<file path="src/rtl/fpp_pkg.sv">
// Shared types, widths, constants and helpers for the fisheye point projection.
`timescale 1ns / 1ps
package fpp_pkg;

  localparam int unsigned XW  = 32;  // coordinates widened to Q.28
  localparam int unsigned VW  = 36;  // vectoring datapath
  localparam int unsigned TW  = 40;  // theta vectoring datapath
  localparam int unsigned ZW  = 34;  // angle accumulator, Q.30
  localparam int unsigned CSW = 34;  // cos and sin, Q.30
  localparam int unsigned T2W = 28;  // theta squared, Q.24
  localparam int unsigned ACW = 34;  // polynomial accumulator, Q.24
  localparam int unsigned DTW = 40;  // distorted angle, Q.24
  localparam int unsigned PW  = 44;  // distorted point, Q.28
  localparam int unsigned PRW = 76;  // product width
  localparam int unsigned KW  = 24;  // register width
  localparam int unsigned OUTW = 28; // pixel width

  localparam logic signed [CSW-1:0] KINV     = CSW'(64'sd652032874);
  localparam logic signed [TW-1:0]  ONE_Q28  = TW'(64'sd268435456);
  localparam logic signed [ACW-1:0] ONE_Q24  = ACW'(64'sd16777216);
  localparam logic signed [OUTW-1:0] PIX_MAX = {1'b0, {(OUTW-1){1'b1}}};
  localparam logic signed [OUTW-1:0] PIX_MIN = {1'b1, {(OUTW-1){1'b0}}};

  localparam int unsigned CFG_IDX_W = 8;
  localparam logic [CFG_IDX_W-1:0] REG_K2 = 8'd0;
  localparam logic [CFG_IDX_W-1:0] REG_K3 = 8'd1;
  localparam logic [CFG_IDX_W-1:0] REG_K4 = 8'd2;
  localparam logic [CFG_IDX_W-1:0] REG_K5 = 8'd3;
  localparam logic [CFG_IDX_W-1:0] REG_FU = 8'd4;
  localparam logic [CFG_IDX_W-1:0] REG_FV = 8'd5;
  localparam logic [CFG_IDX_W-1:0] REG_CU = 8'd6;
  localparam logic [CFG_IDX_W-1:0] REG_CV = 8'd7;

  // Polynomial pipeline operations, one per stage in this order.
  localparam int unsigned OP_SQUARE  = 0;
  localparam int unsigned OP_MUL1    = 1;
  localparam int unsigned OP_ADD_K4  = 2;
  localparam int unsigned OP_MUL2    = 3;
  localparam int unsigned OP_ADD_K3  = 4;
  localparam int unsigned OP_MUL3    = 5;
  localparam int unsigned OP_ADD_K2  = 6;
  localparam int unsigned OP_MUL4    = 7;
  localparam int unsigned OP_ADD_ONE = 8;
  localparam int unsigned OP_MUL_Z   = 9;
  localparam int unsigned OP_DTH     = 10;
  localparam int unsigned OP_MUL_CS  = 11;
  localparam int unsigned OP_ROUND_P = 12;
  localparam int unsigned POLY_STAGES = 13;

  typedef struct packed {
    logic signed [KW-1:0] k2;
    logic signed [KW-1:0] k3;
    logic signed [KW-1:0] k4;
    logic signed [KW-1:0] k5;
    logic [KW-1:0]        fu;
    logic [KW-1:0]        fv;
    logic [KW-1:0]        cu;
    logic [KW-1:0]        cv;
  } cfg_t;

  typedef struct packed {
    logic                  use_dist;
    logic                  fold;
    logic signed [XW-1:0]  x;
    logic signed [XW-1:0]  y;
    logic signed [VW-1:0]  vx;
    logic signed [VW-1:0]  vy;
    logic signed [CSW-1:0] cx;
    logic signed [CSW-1:0] cy;
  } vec_t;

  typedef struct packed {
    logic                  use_dist;
    logic signed [XW-1:0]  x;
    logic signed [XW-1:0]  y;
    logic signed [CSW-1:0] cx;
    logic signed [CSW-1:0] cy;
    logic signed [TW-1:0]  tx;
    logic signed [TW-1:0]  ty;
    logic signed [ZW-1:0]  z;
  } theta_t;

  typedef struct packed {
    logic                  use_dist;
    logic signed [XW-1:0]  x;
    logic signed [XW-1:0]  y;
    logic signed [CSW-1:0] cx;
    logic signed [CSW-1:0] cy;
    logic signed [ZW-1:0]  z;
    logic signed [T2W-1:0] t2;
    logic signed [ACW-1:0] acc;
    logic signed [DTW-1:0] dth;
    logic signed [PRW-1:0] pa;
    logic signed [PRW-1:0] pb;
    logic signed [PW-1:0]  px;
    logic signed [PW-1:0]  py;
  } poly_t;

  // Round half up: add half an LSB of the result, then shift with floor.
  function automatic logic signed [PRW-1:0] rnd(input logic signed [PRW-1:0] p,
                                                input int unsigned s);
    logic signed [PRW-1:0] half;
    logic signed [PRW-1:0] sum;
    half = '0;
    half[s-1] = 1'b1;
    sum = p + half;
    return sum >>> s;
  endfunction

  // Arctangent of 2^-i in Q.30.
  function automatic logic signed [ZW-1:0] atan_q30(input int unsigned i);
    logic [31:0] v;
    case (i)
      0: v = 32'h3243F6A8;  1: v = 32'h1DAC6705;  2: v = 32'h0FADBAFC;
      3: v = 32'h07F56EA6;  4: v = 32'h03FEAB76;  5: v = 32'h01FFD55B;
      6: v = 32'h00FFFAAA;  7: v = 32'h007FFF55;  8: v = 32'h003FFFEA;
      9: v = 32'h001FFFFD;  10: v = 32'h000FFFFF; 11: v = 32'h0007FFFF;
      12: v = 32'h0003FFFF; 13: v = 32'h0001FFFF; 14: v = 32'h0000FFFF;
      15: v = 32'h00007FFF; 16: v = 32'h00003FFF; 17: v = 32'h00001FFF;
      18: v = 32'h00000FFF; 19: v = 32'h000007FF; 20: v = 32'h000003FF;
      21: v = 32'h000001FF; 22: v = 32'h000000FF; 23: v = 32'h0000007F;
      24: v = 32'h0000003F; 25: v = 32'h0000001F; 26: v = 32'h0000000F;
      27: v = 32'h00000008; 28: v = 32'h00000004; 29: v = 32'h00000002;
      30: v = 32'h00000001;
      default: v = 32'h00000000;
    endcase
    return ZW'(signed'({1'b0, v}));
  endfunction

endpackage

</file>
<file path="src/rtl/fpp_theta_step.sv">
// One CORDIC vectoring step on (1, r) that accumulates the incidence angle.
`timescale 1ns / 1ps
module fpp_theta_step
  import fpp_pkg::*;
#(
  parameter int unsigned STEP = 0
) (
  input  logic   clk,
  input  logic   rst_n,
  input  logic   en,
  input  logic   in_valid,
  input  theta_t in_data,
  output logic   out_valid,
  output theta_t out_data
);

  localparam logic signed [ZW-1:0] ANGLE = atan_q30(STEP);

  logic   valid_r;
  theta_t data_r;
  theta_t data_nxt;

  always_comb begin
    data_nxt = in_data;
    if (!in_data.ty[TW-1]) begin
      data_nxt.tx = in_data.tx + (in_data.ty >>> STEP);
      data_nxt.ty = in_data.ty - (in_data.tx >>> STEP);
      data_nxt.z  = in_data.z + ANGLE;
    end else begin
      data_nxt.tx = in_data.tx - (in_data.ty >>> STEP);
      data_nxt.ty = in_data.ty + (in_data.tx >>> STEP);
      data_nxt.z  = in_data.z - ANGLE;
    end
  end

  always_ff @(posedge clk) begin
    if (!rst_n) begin
      valid_r <= 1'b0;
    end else if (en) begin
      valid_r <= in_valid;
    end
  end

  always_ff @(posedge clk) begin
    if (en) begin
      data_r <= data_nxt;
    end
  end

  assign out_valid = valid_r;
  assign out_data  = data_r;

endmodule

</file>
<file path="config.mk">
export PLATFORM = sky130hd
export DESIGN_NAME = fpp_theta_step
export DESIGN_NICKNAME = d
export VERILOG_FILES = /design/src/rtl/fpp_pkg.sv /design/src/rtl/fpp_theta_step.sv
export SDC_FILE = /design/constraint.sdc
export NUM_CORES = 1
export LEC_CHECK = 0
export BUFFER_PORTS_ARGS = -buffer_cell sky130_fd_sc_hd__buf_2
export CORE_AREA = 2 2 192 194
export DETAILED_ROUTE_END_ITERATION = 7
export DIE_AREA = 0 0 194 196
export GPL_TIMING_DRIVEN = 1
export PLACE_DENSITY = 0.81
export SLEW_MARGIN = 10
export SYNTH_ARGS = -nofsm -noshare
export SYNTH_HDL_FRONTEND = slang
export SYNTH_SLANG_ARGS = --single-unit
</file>
<file path="constraint.sdc">
create_clock -name clk -period 11.9 [get_ports clk]
set_clock_uncertainty 0.2 [all_clocks]
set_input_delay 1.785 -clock clk [delete_from_list [all_inputs] [get_ports clk]]
set_output_delay 1.785 -clock clk [all_outputs]
set_load 0.01 [all_outputs]
</file>
==> results.toml, run 1 <==
[grt]
grt_usage = 0.308
grt_pass1_vias = 14100
grt_max_degree = 97
grt_antenna_before_repair = 9
grt_overflow_total = 0
grt_pass1_wl_um = 89000

[critical_path]
worstPathRequired_ns = 12.00
crit_family = "compound AO/OA/AOI/OAI gates"
worst-setup-path-type = "in -> reg"
endpoint_kind = "flip-flop"
r2r_start = "out_valid"
path_common_cell = "buf_4"
cp.arrival_ns = 5.10
cp_slowest_cell = "buf_4"
critPathLaunchType = "input pin"
critical_path.cell_chain = "buf_4 > inv_2 > buf_4 > ha_1 > nor2b_1 > o31a_1 > o21ai_0 > a211o_1 > a31oi_1 > o31ai_1 > a21boi_0 > nor4_1 > a311oi_1"
startpoint = "in_data[73]"
slowest_delay_ns = 0.67
critPathBufInv = 3
cp_max_fo = 64
reg2reg_slack_ns = 11.04

[clock_tree]
holdBufCountCts = 0
cts_tree = "done"
post_cts_resized = 0
cts_sinks = 247
clock_latency_ns = 0.56
htreeDepth = 1
postCtsSetupBuffers = 0
clk_pin_slew_ns = 0.06
cts_max_path_buffers = 3
cts_buffers = 28
clock-root-buffer = "clkbuf_16"

[layout]
drive_above_1_share = 0.277
fin_cells = 2558
final_nets = 2476
num-fill-cells = 3166
area_growth_pct = 22.8

[pwr]
ir_worst_vdd_uv = 191
p_seq_frac = 0.411
p_leak_uw = 0.00899
p_int_uw = 1870
p_clk_frac = 0.314
p_sw_uw = 888
power_density_nw_per_um2 = 137
power.share.combinational = 0.275
p_sw_frac = 0.322

[route]
vias_per_cell = 5.78
dr.pass1.iters = 6
drtIter0Drc = 1506
vias = 14800
wire_per_inst_um = 24.1
wl_um = 61500
drcViolationCount = 0
ant_nets = 0

[floorplan]
die_y_um = 196
die_x_um = 194
fp.dieArea_um2 = 38000
ioPinCount = 499
num_rows = 70
core_region_area_um2 = 36100
start_util = 0.454

[job]
drv_cap = 0

[yosys]
async_reset_ff_frac = 0
synth_edf_count = 246
ys_seq_area_frac = 0.452
yosys_warnings = 0
ys_top_cells_by_area = "edfxtp_1 (45%), ha_1 (12%), a21oi_1 (5.3%)"
synth_area_um2 = 16400
synth_cells = 1590
ys_ff_latch = 247
synth_top_area_frac = 0.451
syn_avg_cell_area_um2 = 10.3
synth.distinct_cells = 84
yosys.area.top_type = "edfxtp_1"
synth_nets = 2004
synth_flop_cell = "edfxtp_1"

[outcome]
status = "completed"

[place]
dp.cells = 2500
place_ws_ns = 6.31
io_buffers = 498
place_congestion = 0.969
dpl.hpwl_um = 48300

[sta]
tightest_slew_ns = 1.07
postLayoutSetupSlackWorst_ns = 6.89
maxSlewHeadroom = 0.284
setup_viol = 0
tns_ns = 0
timing.fmax_ghz = 0.200
final-hold-violation-count = 0
drv_slew = 0
min_period_ns = 5.01
period_share = 0.421
rsz0062_at_grt = "false"

[worst_hold_path]
holdCritPathClass = "reg -> reg"
holdCritStartpoint = "out_valid"
## cell usage in the layout, fill, tap and decap left out, drive strengths merged, types with 12 or more instances in the layout
cell      n
a211oi   14
a21boi   12
a21o     53
a21oi   174
buf     502
clkbuf   32
clkinv   15
edfxtp  246
ha      159
inv     142
mux2i    24
nand2    77
nand2b   19
nand3    26
nand4    19
nor2     94
nor2b    15
nor3     29
o211ai   16
o21ai   114
o21bai   28
o31ai    12
xnor2    80
xor2     18
## synthesized netlist by cell type (5+ instances only)
cell type,instances
and2_1,5
o221ai_1,7
xnor2_1,80
xor2_1,18
inv_1,139
o211ai_1,16
or2_2,7
nand2b_1,19
o21bai_1,28
nand3_1,26
edfxtp_1,246
a21o_1,52
clkbuf_8,5
clkbuf_1,37
a211oi_1,14
o21a_1,9
ha_1,159
nand2_1,76
a21boi_0,10
and3_1,10
nor3_1,27
a21oi_1,173
o21ai_0,111
mux2i_1,24
nor2_1,94
o31ai_1,12
a221oi_1,5
o31a_1,7
nand4_1,19
nor2b_1,15
or3_1,8
a31oi_1,10
nor4_1,8
buf_2,11
a211o_1,5
## worst paths after layout
kind / cells past startpoint / endpoint
worst max-delay path: 13 / out_data[33]
worst min-delay path: 2 / out_valid
worst max register to register: 2 / out_valid
worst min register to register: 2 / out_valid
## sequential cells by signal, summed over array words and instances, names as in the netlist
| signal | count |
|---|---|
| out_valid | 1 |
| out_data | 246 |
## final cells by class
cell class / instances / area [µm²] / area share
multi-input cells: 1139 / 8130 / 0.404
flip-flops and latches: 247 / 7410 / 0.368
repair buffers: 502 / 2530 / 0.126
clock buffers: 32 / 716 / 0.0356
well taps: 468 / 586 / 0.0291
inverters: 144 / 541 / 0.0269
clock inverters: 18 / 195 / 0.00970
diodes: 8 / 20.0 / 0.000995
## power groups by stage
stage               Clock [µW]  Sequential [µW]  Combinational (µW)
CTS                        883             1130                 749
finish                     867             1130                 759
detailed placement           0             1150                 742
floorplan                    0             1190                 373
global placement             0             1150                 741
global route               913             1140                 812
## layer usage
metal,global-route usage,up-vias,share of wire
met1,0.408,7101,0.40
met3,0.0542,115,0.087
met4,0.0937,8,0.034
met5,0,-,0.00081
met2,0.517,786,0.48
li1,-,6778,-
## logic make-up after synthesis
logic type | after synthesis | share of synthesized area
flip-flops | 247 | 0.452
AND/OR/NAND/NOR | 335 | 0.101
multiplexers | 24 | 0.0147
AO/OA/AOI/OAI | 519 | 0.202
XOR/XNOR | 98 | 0.0524
adder cells (fa/ha/maj) | 163 | 0.126
buffers and inverters | 204 | 0.0519
## worst min-delay path, delay by kind of cell (launching register included)
family / cells / cell delay (ns)
multiplexers: 1 / 0.12
flip-flops: 1 / 0.32
AND/OR/NAND/NOR: 1 / 0.07
## through the flow
stage	area, µm²	utilization	total power [µW]	hold slack, ns
3_3_place_gp	19200	0.532	1890	0.295
3_5_place_dp	19200	0.532	1890	0.341
2_1_floorplan	16400	-	1560	0.338
6_report	20100	0.558	2760	0.361
4_1_cts	20100	0.557	2770	0.351
5_1_grt	20100	0.557	2870	0.405
Note: power is estimated with default switching activity, not from simulation.
==> run 2, diff against run 1 <==
- CORE_AREA: 2 2 192 194 -> 2 2 194 196
- DIE_AREA: 0 0 194 196 -> 0 0 196 198
- PLACE_DENSITY: 0.81 -> 0.83
- clock period: 11.9 -> 4.2 ns (I/O delays scaled with it)
==> run 2 against run 1 <==
Effect of this change:
- die area grew 2.1%
- worst setup slack lost 6.2 ns
- sequential share of layout area shrank 1.4 points
- critical endpoint is now out_data[72]
==> results.toml, run 2 (synthesis results as in run 1) <==
[outcome]
status = "completed"

[worst_hold_path]
holdPathStages = 1
holdCritPathClass = "in -> reg"
holdCritStartpoint = "in_data[168]"
min_to = "out_data[168]"

[pwr]
ir_worst_vdd_uv = 300
power_density_nw_per_um2 = 387
p_leak_uw = 0.00942

[route]
vias_per_cell = 5.80
drtIter0Drc = 1428
dr.pass1.iters = 6
ant_nets = 0
vias = 15400
wire_per_inst_um = 24.0
drcViolationCount = 0
wl_um = 63700

[sta]
timing.fmax_ghz = 0.283
maxSlewHeadroom = 0.399
rsz0062_at_grt = "false"
final-hold-violation-count = 0
tightest_slew_ns = 0.890
tns_ns = 0
min_period_ns = 3.54
setup_viol = 0
drv_slew = 0
period_share = 0.842

[floorplan]
ioPinCount = 499
die_x_um = 196
start_util = 0.443
num_rows = 71
core_region_area_um2 = 37000
fp.dieArea_um2 = 38800
die_y_um = 198

[job]
drv_cap = 0

[critical_path]
worst-setup-path-type = "in -> reg"
worstPathRequired_ns = 4.31
endpoint_kind = "flip-flop"
rr_endpoint = "out_valid"
critPathLaunchType = "input pin"
cp.arrival_ns = 3.65
reg2reg_slack_ns = 3.40
cp_max_fo = 5
r2r_start = "out_valid"
r2r_cells = 2

[place]
io_buffers = 498
place_congestion = 0.980
dpl.hpwl_um = 49800
place_area_um2 = 19700

[grt]
grt_antenna_before_repair = 14
grt_pass1_wl_um = 91300
grt_max_degree = 84
grt_overflow_total = 0
grt_usage = 0.311
grt_pass1_vias = 14900

[layout]
layout_commonest_cell = "buf_2"
drive_above_1_share = 0.296
final_cell_mix = "buf_2 (496), edfxtp_1 (246), a21oi_1 (173)"
final_nets = 2562
post-route-util = 0.566
final_area_um2 = 20900
num-fill-cells = 3187
area_growth_pct = 27.6
largest_register_ffs = 246

[clock_tree]
cts_max_path_buffers = 3
clock-root-buffer = "clkbuf_16"
cts_sinks = 247
clk_pin_slew_ns = 0.06
htreeDepth = 1
cts_buffers = 29
cts_tree = "done"
clock_latency_ns = 0.59
post_cts_resized = 0
run 2: cell count changes in the layout (fill, tap and decap cells not counted), sizes merged:
cell | previous run | this run
diode | 8 | 12
bufinv | 3 | 4
inv | 142 | 145
clkinv | 15 | 12
dlygate4sd3 | 0 | 24
buf | 502 | 563
clkbuf | 32 | 33
run 2: area by class of cell:
| type | instances | area, µm² | area share |
|---|---|---|---|
| Multi-Input combinational cell | 1139 | 8130 | 0.389 |
| Sequential cell | 247 | 7410 | 0.354 |
| Timing Repair Buffer | 587 | 3250 | 0.155 |
| Clock buffer | 33 | 741 | 0.0354 |
| Tap cell | 474 | 593 | 0.0284 |
| Inverter | 144 | 541 | 0.0258 |
| Clock inverter | 19 | 228 | 0.0109 |
| Antenna cell | 12 | 30.0 | 0.00144 |
run 2: repair_timing:
action / in CTS / in global routing
buffers inserted: 0 / 0
hold buffers: 23 / 1
endpoints found under the hold margin: 23 / 1
run 2: critical path, cell delays in order:
cell and delay [ns]:
buf_2 0.11, inv_1 0.06, ha_1 0.36, nor3_1 0.39, buf_4 0.19, nand2_1 0.10
a311oi_2 0.27, nor3_2 0.13, or4_1 0.55, a211o_1 0.35, a21oi_2 0.24, o21ai_0 0.11
nor3b_2 0.17
run 2: power breakdown:
group	switching, µW	total [µW]	internal, µW
logic	1400	2270	870
registers	113	3200	3090
clock network	1100	2620	1520
total	2620	8100	5480
run 2: how the worst max path moves through the flow:
stage | from | end | slack [ns]
after CTS | in_data[46] | out_data[72] | 0.74
after global routing | in_data[51] | out_data[73] | 0.49
after detailed placement | in_data[46] | out_data[68] | 0.15
after floorplan | in_data[73] | out_data[33] | 0.14
final | in_data[46] | out_data[72] | 0.66
after global placement | in_data[42] | out_data[71] | 0.17
run 2: stage by stage:
stage | setup slack [ns] | hold WS [ns] | cells | power, µW
2_1_floorplan | 0.143 | 0.338 | 1590 | 4430
3_3_place_gp | 0.169 | 0.292 | 2567 | 5430
3_5_place_dp | 0.145 | 0.319 | 2567 | 5440
4_1_cts | 0.744 | 0.00000289 | 2642 | 8100
5_1_grt | 0.488 | 0.00199 | 2649 | 8400
6_report | 0.665 | 0.0173 | 2655 | 8100
run 2: metal layers:
metal | GRT usage | share of wire | wire length [µm] | up-vias
met2 | 0.519 | 0.47 | 30000 | 887
li1 | - | - | - | 6964
met5 | 0 | 0.00090 | 57 | -
met4 | 0.132 | 0.045 | 2870 | 8
met3 | 0.0605 | 0.095 | 6050 | 157
met1 | 0.396 | 0.39 | 24700 | 7383
==> run 3, diff against run 2 <==
- CORE_AREA: 2 2 194 196 -> 2 2 196 198
- DIE_AREA: 0 0 196 198 -> 0 0 198 200
- PLACE_DENSITY: 0.83 -> 0.79
- clock period: 4.2 -> 3.3 ns (I/O delays scaled with it)
==> run 3 against run 2 <==
Effect of this change:
- final cell count up 16%
- sequential power up 28%
- power rose by 32%
- combinational power increased by 52%
- critical path depth is the same
- hold slack improved by 0.043 ns
- via count grew 10%
==> results.toml, run 3 (synthesis results as in run 1) <==
[route]
met2_length_um = 33100
vias_per_cell = 5.52
drcViolationCount = 0
dr.pass1.iters = 6
ant_nets = 0
wl_um = 70700
vias = 17000
dr_wl_met3_um = 6550
drtIter0Drc = 1475
wire_per_inst_um = 23.0
m1WireLength_um = 26700
highest_layer = "met5"

[layout]
multi_input_area_um2 = 8180
final_nets = 2942
fin_cells = 3070
post-route-util = 0.644
largest_register_ffs = 246
final_cell_mix = "buf_2 (496), buf_4 (331), edfxtp_1 (246)"
num-fill-cells = 2943
regArea_um2 = 7410
area_growth_pct = 47.1
drive_above_1_share = 0.358
layout_commonest_cell = "buf_2"

[floorplan]
die_x_um = 198
ioPinCount = 499
fp.dieArea_um2 = 39600
start_util = 0.438
num_rows = 71
die_y_um = 200
core_region_area_um2 = 37400

[place]
dpl.hpwl_um = 52500
io_buffers = 498
place_congestion = 1.01
dp.cells = 2872

[clock_tree]
postCtsSetupBuffers = 0
cts_sinks = 247
clk_pin_slew_ns = 0.07
cts_buffers = 28
htreeDepth = 1
clock-root-buffer = "clkbuf_16"
cts_tree = "done"
cts_max_path_buffers = 3
clock_latency_ns = 0.56

[critical_path]
endpoint_kind = "flip-flop"
critical_path.cell_chain = "buf_2 > inv_1 > ha_1 > buf_4 > nor2_1 > nand4_1 > inv_1 > nand2_1 > or4_1 > a211o_1 > a21oi_4 > o21ai_0 > nor3b_2"
worstPathRequired_ns = 3.41
cp_slowest_cell = "or4_1"
path_common_cell = "inv_1"
slowest_delay_ns = 0.59
cp.arrival_ns = 3.30
worst-setup-path-type = "in -> reg"
cp_max_fo = 16
critPathBufInv = 4
critPathLaunchType = "input pin"
crit_family = "simple AND/OR/NAND/NOR gates"

[grt]
grt_overflow_total = 0
grt_pass1_vias = 17000
grt_usage = 0.343
grt_antenna_before_repair = 11
grt_pass1_wl_um = 101000
grt_max_degree = 117

[sta]
timing.fmax_ghz = 0.313
drv_slew = 0
setup_viol = 0
period_share = 0.967
tightest_slew_ns = 0.776
maxSlewHeadroom = 0.482
final-hold-violation-count = 0
min_period_ns = 3.19

[pwr]
ir_worst_vdd_uv = 363
p_leak_uw = 0.0112
power_density_nw_per_um2 = 443

[job]
drv_cap = 0

[worst_hold_path]
holdCritPathClass = "in -> reg"

[outcome]
status = "completed"
## run 3: cell type report
| type | count | share of cell area |
|---|---|---|
| Sequential cell | 247 | 0.307 |
| Timing Repair Buffer | 968 | 0.266 |
| Inverter | 144 | 0.0225 |
| Multi-Input combinational cell | 1139 | 0.339 |
| Clock buffer | 31 | 0.0295 |
| Clock inverter | 20 | 0.00748 |
| Antenna cell | 10 | 0.00104 |
| Tap cell | 511 | 0.0265 |
## run 3: what timing repair did
action,in CTS,in global routing
pin swaps,0,4
setup endpoints to repair,2,18
endpoints found under the hold margin,136,0
gates resized for setup,1,8
hold buffers,137,0
## run 3: path summary, 6_finish.rpt
path                start       endpoint  slack (ns)  cells after the start
max reg2reg     out_valid      out_valid        1.96                      3
min reg2reg     out_valid      out_valid        0.87                      3
min          in_data[113]  out_data[113]        0.06                      2
max           in_data[58]   out_data[72]        0.11                     13
## run 3: through the flow
stage | instance area (µm²) | power (µW) | TNS [ns] | setup slack (ns) | hold WS [ns]
after floorplan | 16400 | 5650 | 0 | 0.00314 | 0.338
after global placement | 21800 | 7310 | -12.76 | -0.520 | 0.297
after detailed placement | 21800 | 7340 | -14.76 | -0.600 | 0.302
after CTS | 24000 | 10600 | 0 | 0.0408 | 0.0385
after global routing | 24100 | 11100 | -0.0316 | -0.0316 | 0.0717
final | 24100 | 10700 | 0 | 0.108 | 0.0607
## run 3: where the power goes
group          switching [µW]  total (µW)  internal (µW)
Clock                    1410        3130           1720
Combinational            1940        3450           1510
Sequential                174        4110           3930
Total                    3520       10700           7170
## run 3: layer usage
metal  vias up  GRT usage
met4         6      0.189
met1      8032      0.404
met5         -          0
met2       972      0.578
li1       7714          -
met3       226     0.0838
